[config.mk]
export PLATFORM = sky130hd
export DESIGN_NAME = scroll_axis_lock_filter
export DESIGN_NICKNAME = d
export VERILOG_FILES = /design/src/rtl/sal_pkg.sv /design/src/rtl/sal_cfg_regs.sv /design/src/rtl/sal_update.sv /design/src/rtl/scroll_axis_lock_filter.sv
export SDC_FILE = /design/constraint.sdc
export NUM_CORES = 1
export LEC_CHECK = 0
export BUFFER_PORTS_ARGS = -buffer_cell sky130_fd_sc_hd__buf_4
export CAP_MARGIN = 20
export CORE_ASPECT_RATIO = 0.9
export CORE_MARGIN = 5
export CORE_UTILIZATION = 35
export DETAILED_ROUTE_END_ITERATION = 6
export MAX_ROUTING_LAYER = met4
export PLACE_DENSITY = 0.59
export REMOVE_ABC_BUFFERS = 1
export SYNTH_ARGS = -nofsm -noshare
export SYNTH_HDL_FRONTEND = slang
export SYNTH_SLANG_ARGS = --single-unit
export TNS_END_PERCENT = 20
[constraint.sdc]
create_clock -name clk -period 18.6 [get_ports clk]
set_clock_uncertainty 0.1 [all_clocks]
set_input_delay 1.86 -clock clk [delete_from_list [all_inputs] [get_ports clk]]
set_output_delay 1.86 -clock clk [all_outputs]
set_load 0.05 [all_outputs]
[src/rtl/sal_pkg.sv]
`default_nettype none

package sal_pkg;

    localparam int unsigned TYPE_W   = 8;
    localparam int unsigned CODE_W   = 16;
    localparam int unsigned VALUE_W  = 16;
    localparam int unsigned TIME_W   = 32;
    localparam int unsigned CFG_W    = 16;
    localparam int unsigned CFG_IDX_W = 3;
    localparam int unsigned MAG_W    = 14;

    localparam logic [MAG_W-1:0] MAG_LIMIT = 14'd10000;

    // Register indexes on the configuration port
    localparam logic [CFG_IDX_W-1:0] CFG_MATCH_TYPE  = 3'd0;
    localparam logic [CFG_IDX_W-1:0] CFG_VERT_CODE   = 3'd1;
    localparam logic [CFG_IDX_W-1:0] CFG_HORIZ_CODE  = 3'd2;
    localparam logic [CFG_IDX_W-1:0] CFG_THRESHOLD   = 3'd3;
    localparam logic [CFG_IDX_W-1:0] CFG_RELEASE     = 3'd4;

    // Reset values of the registers
    localparam logic [TYPE_W-1:0] RST_MATCH_TYPE = 8'd2;
    localparam logic [CODE_W-1:0] RST_VERT_CODE  = 16'd8;
    localparam logic [CODE_W-1:0] RST_HORIZ_CODE = 16'd6;
    localparam logic [CFG_W-1:0]  RST_THRESHOLD  = 16'd6;
    localparam logic [CFG_W-1:0]  RST_RELEASE    = 16'd200;

    typedef enum logic [1:0] {
        LOCK_FREE  = 2'd0,
        LOCK_VERT  = 2'd1,
        LOCK_HORIZ = 2'd2
    } lock_t;

    typedef struct packed {
        logic [TYPE_W-1:0] match_type;
        logic [CODE_W-1:0] vertical_code;
        logic [CODE_W-1:0] horizontal_code;
        logic [CFG_W-1:0]  engage_threshold;
        logic [CFG_W-1:0]  release_time_ms;
    } sal_cfg_t;

    typedef struct packed {
        logic [TYPE_W-1:0]         ev_type;
        logic [CODE_W-1:0]         ev_code;
        logic signed [VALUE_W-1:0] value_in;
        logic                      report_end;
        logic [TIME_W-1:0]         time_ms;
    } sal_item_t;

    typedef struct packed {
        logic [MAG_W-1:0]  vert_mag;
        logic [MAG_W-1:0]  horiz_mag;
        logic [TIME_W-1:0] last_time;
        lock_t             lock_axis;
    } sal_state_t;

    typedef struct packed {
        logic signed [VALUE_W-1:0] value_out;
        lock_t                     lock_now;
    } sal_result_t;

endpackage

`default_nettype wire

[src/rtl/sal_cfg_regs.sv]
`default_nettype none

module sal_cfg_regs
    import sal_pkg::*;
(
    input  wire logic                 clk,
    input  wire logic                 rst_n,
    input  wire logic                 cfg_we,
    input  wire logic [CFG_IDX_W-1:0] cfg_index,
    input  wire logic [CFG_W-1:0]     cfg_data,
    output sal_cfg_t                  cfg
);

    sal_cfg_t cfg_reg;

    always_ff @(posedge clk or negedge rst_n)
    begin
        if (!rst_n)
        begin
            cfg_reg.match_type       <= RST_MATCH_TYPE;
            cfg_reg.vertical_code    <= RST_VERT_CODE;
            cfg_reg.horizontal_code  <= RST_HORIZ_CODE;
            cfg_reg.engage_threshold <= RST_THRESHOLD;
            cfg_reg.release_time_ms  <= RST_RELEASE;
        end
        else if (cfg_we)
        begin
            case (cfg_index)
                CFG_MATCH_TYPE: cfg_reg.match_type       <= cfg_data[TYPE_W-1:0];
                CFG_VERT_CODE:  cfg_reg.vertical_code    <= cfg_data[CODE_W-1:0];
                CFG_HORIZ_CODE: cfg_reg.horizontal_code  <= cfg_data[CODE_W-1:0];
                CFG_THRESHOLD:  cfg_reg.engage_threshold <= cfg_data;
                CFG_RELEASE:    cfg_reg.release_time_ms  <= cfg_data;
                default:        ; // drop writes to unused indexes
            endcase
        end
    end

    assign cfg = cfg_reg;

endmodule

`default_nettype wire

[src/rtl/sal_update.sv]
`default_nettype none

module sal_update
    import sal_pkg::*;
(
    input  wire sal_cfg_t   cfg,
    input  wire sal_item_t  item,
    input  wire sal_state_t state,
    output sal_state_t      state_next,
    output sal_result_t     result
);

    function automatic logic [MAG_W-1:0] add_sat(input logic [MAG_W-1:0] mag,
                                                 input logic [VALUE_W:0]  inc);
        logic [MAG_W+3:0] sum;
        sum = {4'b0, mag} + {{(MAG_W+3-VALUE_W){1'b0}}, inc};
        return (sum > {4'b0, MAG_LIMIT}) ? MAG_LIMIT : sum[MAG_W-1:0];
    endfunction

    function automatic logic [MAG_W-1:0] decay(input logic [MAG_W-1:0] mag);
        return mag - (mag >> 2);
    endfunction

    logic               type_hit;
    logic               hit_v;
    logic               hit_h;
    logic [TIME_W-1:0]  gap;
    logic               expired;
    logic [MAG_W-1:0]   base_v;
    logic [MAG_W-1:0]   base_h;
    lock_t              base_lock;
    logic [VALUE_W:0]   mag_in;
    logic [MAG_W-1:0]   add_v;
    logic [MAG_W-1:0]   add_h;
    logic [MAG_W-1:0]   dec_v;
    logic [MAG_W-1:0]   dec_h;
    logic               vert_wins;
    lock_t              winner;
    logic [MAG_W-1:0]   win;
    logic [MAG_W-1:0]   lose;
    logic               engage;
    lock_t              lock_new;
    logic               suppress;

    always_comb
    begin
        type_hit = (item.ev_type == cfg.match_type);
        // The vertical code takes precedence when both codes are equal
        hit_v    = type_hit && (item.ev_code == cfg.vertical_code);
        hit_h    = type_hit && !hit_v && (item.ev_code == cfg.horizontal_code);

        gap      = item.time_ms - state.last_time;
        expired  = (gap >= {{(TIME_W-CFG_W){1'b0}}, cfg.release_time_ms});

        base_v    = expired ? '0 : state.vert_mag;
        base_h    = expired ? '0 : state.horiz_mag;
        base_lock = expired ? LOCK_FREE : state.lock_axis;

        // Absolute value; the most negative input yields 32768
        mag_in = item.value_in[VALUE_W-1]
               ? ((VALUE_W+1)'(1) << VALUE_W) - {1'b0, item.value_in}
               : {1'b0, item.value_in};

        add_v = hit_v ? add_sat(base_v, mag_in) : base_v;
        add_h = hit_h ? add_sat(base_h, mag_in) : base_h;

        dec_v = decay(add_v);
        dec_h = decay(add_h);

        vert_wins = (dec_v >= dec_h);
        winner    = vert_wins ? LOCK_VERT : LOCK_HORIZ;
        win       = vert_wins ? dec_v : dec_h;
        lose      = vert_wins ? dec_h : dec_v;

        engage = ({{(CFG_W-MAG_W){1'b0}}, win} >= cfg.engage_threshold)
              && ((base_lock == LOCK_FREE)
                  || ((winner != base_lock) && ({1'b0, win} >= {lose, 1'b0})));

        lock_new = base_lock;
        if (item.report_end && engage)
        begin
            lock_new = winner;
        end

        suppress = (lock_new == LOCK_FREE)
                || ((lock_new == LOCK_VERT) && !hit_v)
                || ((lock_new == LOCK_HORIZ) && hit_v);

        if (hit_v || hit_h)
        begin
            state_next.vert_mag  = item.report_end ? dec_v : add_v;
            state_next.horiz_mag = item.report_end ? dec_h : add_h;
            state_next.last_time = item.time_ms;
            state_next.lock_axis = lock_new;
            result.value_out     = suppress ? '0 : item.value_in;
            result.lock_now      = lock_new;
        end
        else
        begin
            state_next       = state;
            result.value_out = item.value_in;
            result.lock_now  = state.lock_axis;
        end
    end

endmodule

`default_nettype wire

[src/rtl/scroll_axis_lock_filter.sv]
// An accepted word waits in the input register; its result is loaded into the
// result register as it advances. Throughput: one word per cycle while
// out_ready is high; one new word is taken while a result waits.
// The filter update is one short combinational pass between the input
// register and the result register; the state register closes that loop.
// Reset (rst_n low, asynchronous): magnitudes, timestamp and lock cleared,
// registers back to their defaults, both pipeline stages empty.
`default_nettype none

module scroll_axis_lock_filter
    import sal_pkg::*;
(
    input  wire logic                       clk,
    input  wire logic                       rst_n,

    // Configuration write port
    input  wire logic                       cfg_we,
    input  wire logic [CFG_IDX_W-1:0]       cfg_index,
    input  wire logic [CFG_W-1:0]           cfg_data,

    // Input event channel
    input  wire logic                       in_valid,
    output logic                            in_ready,
    input  wire logic [TYPE_W-1:0]          ev_type,
    input  wire logic [CODE_W-1:0]          ev_code,
    input  wire logic signed [VALUE_W-1:0]  value_in,
    input  wire logic                       report_end,
    input  wire logic [TIME_W-1:0]          time_ms,

    // Result channel
    output logic                            out_valid,
    input  wire logic                       out_ready,
    output logic signed [VALUE_W-1:0]       value_out,
    output logic [1:0]                      lock_now
);

    sal_cfg_t    cfg;

    logic        in_valid_reg;
    sal_item_t   item_reg;
    sal_state_t  state_reg;
    sal_state_t  state_next;
    logic        out_valid_reg;
    sal_result_t result_reg;
    sal_result_t result_next;

    logic        in_take;
    logic        advance;

    sal_cfg_regs u_cfg_regs (
        .clk       (clk),
        .rst_n     (rst_n),
        .cfg_we    (cfg_we),
        .cfg_index (cfg_index),
        .cfg_data  (cfg_data),
        .cfg       (cfg)
    );

    // Advance the held word into the result register whenever that register
    // is empty or its word is being taken this cycle.
    assign advance  = !out_valid_reg || out_ready;
    assign in_ready = !in_valid_reg || advance;
    assign in_take  = in_valid && in_ready;

    // Input register: hold the accepted word until it advances
    always_ff @(posedge clk or negedge rst_n)
    begin
        if (!rst_n)
        begin
            in_valid_reg <= 1'b0;
        end
        else if (in_ready)
        begin
            in_valid_reg <= in_valid;
        end
    end

    always_ff @(posedge clk)
    begin
        if (in_take)
        begin
            item_reg.ev_type    <= ev_type;
            item_reg.ev_code    <= ev_code;
            item_reg.value_in   <= value_in;
            item_reg.report_end <= report_end;
            item_reg.time_ms    <= time_ms;
        end
    end

    sal_update u_update (
        .cfg        (cfg),
        .item       (item_reg),
        .state      (state_reg),
        .state_next (state_next),
        .result     (result_next)
    );

    // Filter state: update only when a word leaves the input register, so
    // each word sees the state left by the one before it.
    always_ff @(posedge clk or negedge rst_n)
    begin
        if (!rst_n)
        begin
            state_reg.vert_mag  <= '0;
            state_reg.horiz_mag <= '0;
            state_reg.last_time <= '0;
            state_reg.lock_axis <= LOCK_FREE;
        end
        else if (in_valid_reg && advance)
        begin
            state_reg <= state_next;
        end
    end

    // Result register: drop the word once taken, load the next one
    always_ff @(posedge clk or negedge rst_n)
    begin
        if (!rst_n)
        begin
            out_valid_reg <= 1'b0;
        end
        else if (advance)
        begin
            out_valid_reg <= in_valid_reg;
        end
    end

    always_ff @(posedge clk)
    begin
        if (in_valid_reg && advance)
        begin
            result_reg <= result_next;
        end
    end

    assign out_valid = out_valid_reg;
    assign value_out = result_reg.value_out;
    assign lock_now  = result_reg.lock_now;

endmodule

`default_nettype wire

==> run_summary.xml <==
<?xml version="1.0" encoding="UTF-8"?>
<metrics>
  <group name="floorplan">
    <metric name="initial_core_util" unit="%">35.2</metric>
    <metric name="fp.dieW" unit="um">238</metric>
    <metric name="floorplan.die_area" unit="mm^2">0.0510</metric>
    <metric name="core_area" unit="mm^2">0.0464</metric>
    <metric name="placement_rows" unit="">75</metric>
    <metric name="die_h" unit="um">215</metric>
    <metric name="ioPinCount" unit="">117</metric>
  </group>
  <group name="sta">
    <metric name="whs" unit="ps">372</metric>
    <metric name="max_freq" unit="MHz">59.0</metric>
    <metric name="post_route_setup_slack" unit="ps">1660</metric>
    <metric name="worst_slew_pin_slew" unit="ps">1080</metric>
    <metric name="setup_viol_count_final" unit="">0</metric>
    <metric name="final_hold_viol_count" unit="">0</metric>
    <metric name="maxSlewHeadroom" unit="%">26.3</metric>
    <metric name="rsz0062_at_grt" unit="">false</metric>
    <metric name="setup-tns-final" unit="ps">0</metric>
    <metric name="finalWorstPathRequiredPeriod" unit="ps">16940</metric>
    <metric name="period_share" unit="%">91.1</metric>
    <metric name="report.final.slew_viol_count" unit="">0</metric>
  </group>
  <group name="hold_path">
    <metric name="worstHoldPathCells" unit="">2</metric>
    <metric name="hp-class" unit="">register to register</metric>
    <metric name="holdPathEnd" unit="">state_reg[52]</metric>
    <metric name="hp-start" unit="">state_reg[52]</metric>
  </group>
  <group name="cells_and_area">
    <metric name="layout-drive-gt1-share" unit="%">16.6</metric>
    <metric name="layout_common_cells" unit="">177 x sky130_fd_sc_hd__nand2_1, 135 x sky130_fd_sc_hd__ha_1, 134 x sky130_fd_sc_hd__o21ai_0</metric>
    <metric name="final_core_util" unit="%">40.4</metric>
    <metric name="layout.nets" unit="">2072</metric>
    <metric name="largest_reg_flops" unit="">73</metric>
    <metric name="syn_to_final_growth" unit="%">14.9</metric>
    <metric name="layout_commonest_cell" unit="">sky130_fd_sc_hd__nand2_1</metric>
    <metric name="antennaDiodeCount" unit="">0</metric>
  </group>
  <group name="critical_path">
    <metric name="reg2reg_from" unit="">item_reg[2]</metric>
    <metric name="worst_setup_path_end_kind" unit="">register</metric>
    <metric name="rr_endpoint" unit="">value_out[2]</metric>
    <metric name="arrival" unit="ps">17110</metric>
    <metric name="critical_path_required" unit="ps">18770</metric>
    <metric name="stage_delay_of_the_slowest_cell_on_the_critical_path" unit="ps">770</metric>
    <metric name="crit_type" unit="">register to register</metric>
    <metric name="path_max_fanout" unit="">39</metric>
    <metric name="crit_path_most_repeated_cell" unit="">sky130_fd_sc_hd__o21a_1</metric>
    <metric name="worst_path_max_delay_cell" unit="">sky130_fd_sc_hd__a21oi_4</metric>
    <metric name="ff2ff_setup_slack" unit="ps">1660</metric>
    <metric name="rr_worst_depth" unit="">65</metric>
    <metric name="crit_path_start_kind" unit="">register</metric>
  </group>
  <group name="clocking">
    <metric name="post_cts.repair.setup_buffers" unit="">0</metric>
    <metric name="clockBufferDepth" unit="">3</metric>
    <metric name="cts_hold_repair_buffers" unit="">0</metric>
    <metric name="worstSkewPairLatency" unit="ps">600</metric>
    <metric name="cts_num_sinks" unit="">227</metric>
    <metric name="ctsResizeCount" unit="">0</metric>
    <metric name="h-tree-depth" unit="">1</metric>
    <metric name="tritoncts" unit="">yes</metric>
    <metric name="root_buffer" unit="">sky130_fd_sc_hd__clkbuf_16</metric>
    <metric name="cts_buffers" unit="">28</metric>
    <metric name="path_clk_slew" unit="ps">60</metric>
  </group>
  <group name="pwr">
    <metric name="ir_worst_vdd" unit="V">0.0000794</metric>
    <metric name="finalPower" unit="W">0.00135</metric>
    <metric name="leakagePower" unit="nW">8.05</metric>
    <metric name="pwr_density_cell" unit="mW/mm^2">72.2</metric>
  </group>
  <group name="grt">
    <metric name="grt_start_max_net_pins" unit="">72</metric>
    <metric name="gr-usage-all-layers" unit="%">17.1</metric>
    <metric name="grt_remaining_overflow" unit="">0</metric>
    <metric name="grt_first_pass_wirelength" unit="um">70200</metric>
    <metric name="first_global_vias" unit="">12806</metric>
    <metric name="antenna_found_initial" unit="">0</metric>
  </group>
  <group name="drt">
    <metric name="route.detailed.drc" unit="">0</metric>
    <metric name="ant_nets" unit="">0</metric>
    <metric name="detailroute.via_count" unit="">13237</metric>
    <metric name="drtIter0Drc" unit="">746</metric>
    <metric name="wl_per_cell" unit="um">17.8</metric>
    <metric name="routed_via_density" unit="">5.35</metric>
    <metric name="drt_first_pass_iters" unit="">5</metric>
    <metric name="postRouteWirelength" unit="um">44000</metric>
  </group>
  <group name="logic_synthesis">
    <metric name="synth_async_sr_flop_share" unit="%">59.9</metric>
    <metric name="area_fraction_in_and_or_nand_and_nor_cells_after_synthesis" unit="%">15.7</metric>
    <metric name="largest_family_of_logic_cells_by_synthesized_area" unit="">compound AO/OA/AOI/OAI gates</metric>
    <metric name="yosys_warnings" unit="">0</metric>
    <metric name="synth_sequential_area_ratio" unit="%">37.7</metric>
    <metric name="yosys.cell_types.count" unit="">97</metric>
    <metric name="synthDominantCellAreaShare" unit="%">19.5</metric>
    <metric name="synth.mux.area_fraction" unit="%">5.62</metric>
    <metric name="synth_fa_ha_area_share" unit="%">11.1</metric>
    <metric name="synth_compound_area_share" unit="%">19.1</metric>
    <metric name="postSynthRegisterBits" unit="">227</metric>
    <metric name="post_synth_xor_area_fraction" unit="%">6.17</metric>
    <metric name="synth_flop_cell" unit="">sky130_fd_sc_hd__dfrtp_1</metric>
    <metric name="synthTopCellsByArea" unit="">sky130_fd_sc_hd__dfrtp_1 19%, sky130_fd_sc_hd__edfxtp_1 17%, sky130_fd_sc_hd__ha_1 10%, sky130_fd_sc_hd__mux2_2 4.7%, sky130_fd_sc_hd__o21ai_0 4.1%</metric>
    <metric name="post_synth_instance_area" unit="mm^2">0.0163</metric>
    <metric name="synth-edff-count" unit="">91</metric>
    <metric name="synthesized_area_per_cell" unit="um^2">9.42</metric>
    <metric name="syn_inst" unit="">1732</metric>
    <metric name="post-synth-top-area-cell" unit="">sky130_fd_sc_hd__dfrtp_1</metric>
  </group>
  <group name="place">
    <metric name="dp_hpwl" unit="um">33800</metric>
    <metric name="gp_routability_congestion" unit="">0.941</metric>
    <metric name="buffer_ports.inserted" unit="">116</metric>
    <metric name="pre_cts_ws" unit="ps">1900</metric>
  </group>
  <group name="run">
    <metric name="maxCapViolCount" unit="">0</metric>
  </group>
  <group name="run_status">
    <metric name="outcome" unit="">finished, final reports clean</metric>
  </group>
</metrics>
[cells by family after synthesis]
group	after synthesis
muxes	83
xor gates and xnor gates	114
AOI/OAI and AO/OA	468
adders and majority gates	142
buffers and inverters	189
and+or+nand+nor	509
DFF	227
[synth_stat cells, types with 6 or more instances]
master	n
sky130_fd_sc_hd__a2111oi_0	6
sky130_fd_sc_hd__a211oi_1	16
sky130_fd_sc_hd__a21o_1	33
sky130_fd_sc_hd__a21oi_1	103
sky130_fd_sc_hd__a22oi_1	13
sky130_fd_sc_hd__a31oi_1	15
sky130_fd_sc_hd__and2_1	35
sky130_fd_sc_hd__and3_1	7
sky130_fd_sc_hd__buf_1	7
sky130_fd_sc_hd__buf_2	10
sky130_fd_sc_hd__clkbuf_1	36
sky130_fd_sc_hd__dfrtp_1	127
sky130_fd_sc_hd__dfstp_2	9
sky130_fd_sc_hd__edfxtp_1	91
sky130_fd_sc_hd__ha_1	135
sky130_fd_sc_hd__inv_1	131
sky130_fd_sc_hd__mux2_2	68
sky130_fd_sc_hd__mux2i_1	15
sky130_fd_sc_hd__nand2_1	177
sky130_fd_sc_hd__nand2b_1	27
sky130_fd_sc_hd__nand3_1	24
sky130_fd_sc_hd__nand4_1	21
sky130_fd_sc_hd__nor2_1	88
sky130_fd_sc_hd__nor2b_1	20
sky130_fd_sc_hd__nor3_1	32
sky130_fd_sc_hd__nor3_2	10
sky130_fd_sc_hd__nor4_1	17
sky130_fd_sc_hd__o211ai_1	12
sky130_fd_sc_hd__o21a_1	25
sky130_fd_sc_hd__o21ai_0	134
sky130_fd_sc_hd__o21ai_1	7
sky130_fd_sc_hd__o22ai_1	9
sky130_fd_sc_hd__o31ai_1	6
sky130_fd_sc_hd__or2_2	10
sky130_fd_sc_hd__or3_1	9
sky130_fd_sc_hd__xnor2_1	68
sky130_fd_sc_hd__xor2_1	45
[worst max-delay path: cells and delay by family (launching register included)]
family | cells | cell delay (ps)
flip-flops | 1 | 410
AND/OR/NAND/NOR | 17 | 3830
adder cells (fa/ha/maj) | 7 | 2330
buffers and inverters | 4 | 1000
AO/OA/AOI/OAI | 34 | 8360
XOR/XNOR | 3 | 570
[metal layers]
layer / up-vias / share of wire (%) / wire length (um) / GRT usage (%)
li1: 6493 / - / - / -
met1: 6380 / 47 / 20900 / 24.0
met2: 289 / 45 / 19800 / 26.5
met3: 75 / 4.5 / 2000 / 2.17
met4: 0 / 2.9 / 1260 / 4.54
met5: - / 0 / 0 / -
[cell type report]
type | count | area [um^2]
clock buffer | 40 | 797
clock inverter | 12 | 116
fill | 4629 | 27600
inverter | 131 | 492
multi-input combinational | 1316 | 9420
sequential | 227 | 6150
tap | 616 | 771
timing repair buffer | 131 | 987
[power by group]
group          internal (W)  switching [W]
clock network      0.000313       0.000222
registers          0.000576      0.0000281
logic             0.0000967       0.000117
[per-stage QoR]
step / area, um^2 / instances
2_1_floorplan: 16100 / 1674
3_3_place_gp: 17800 / 2421
3_5_place_dp: 17800 / 2421
4_1_cts: 18700 / 2473
5_1_grt: 18700 / 2473
6_report: 18700 / 2473
[worst max-delay path by stage]
stage	from	to	slack (ps)
floorplan	item_reg[2]	value_out[0]	4190
global placement	item_reg[2]	value_out[4]	2350
detailed placement	state_reg[2]	value_out[2]	1900
CTS	item_reg[2]	value_out[2]	1770
global route	item_reg[2]	value_out[2]	320
finish	item_reg[2]	value_out[2]	1660
Power figures use the tool's default switching activity.
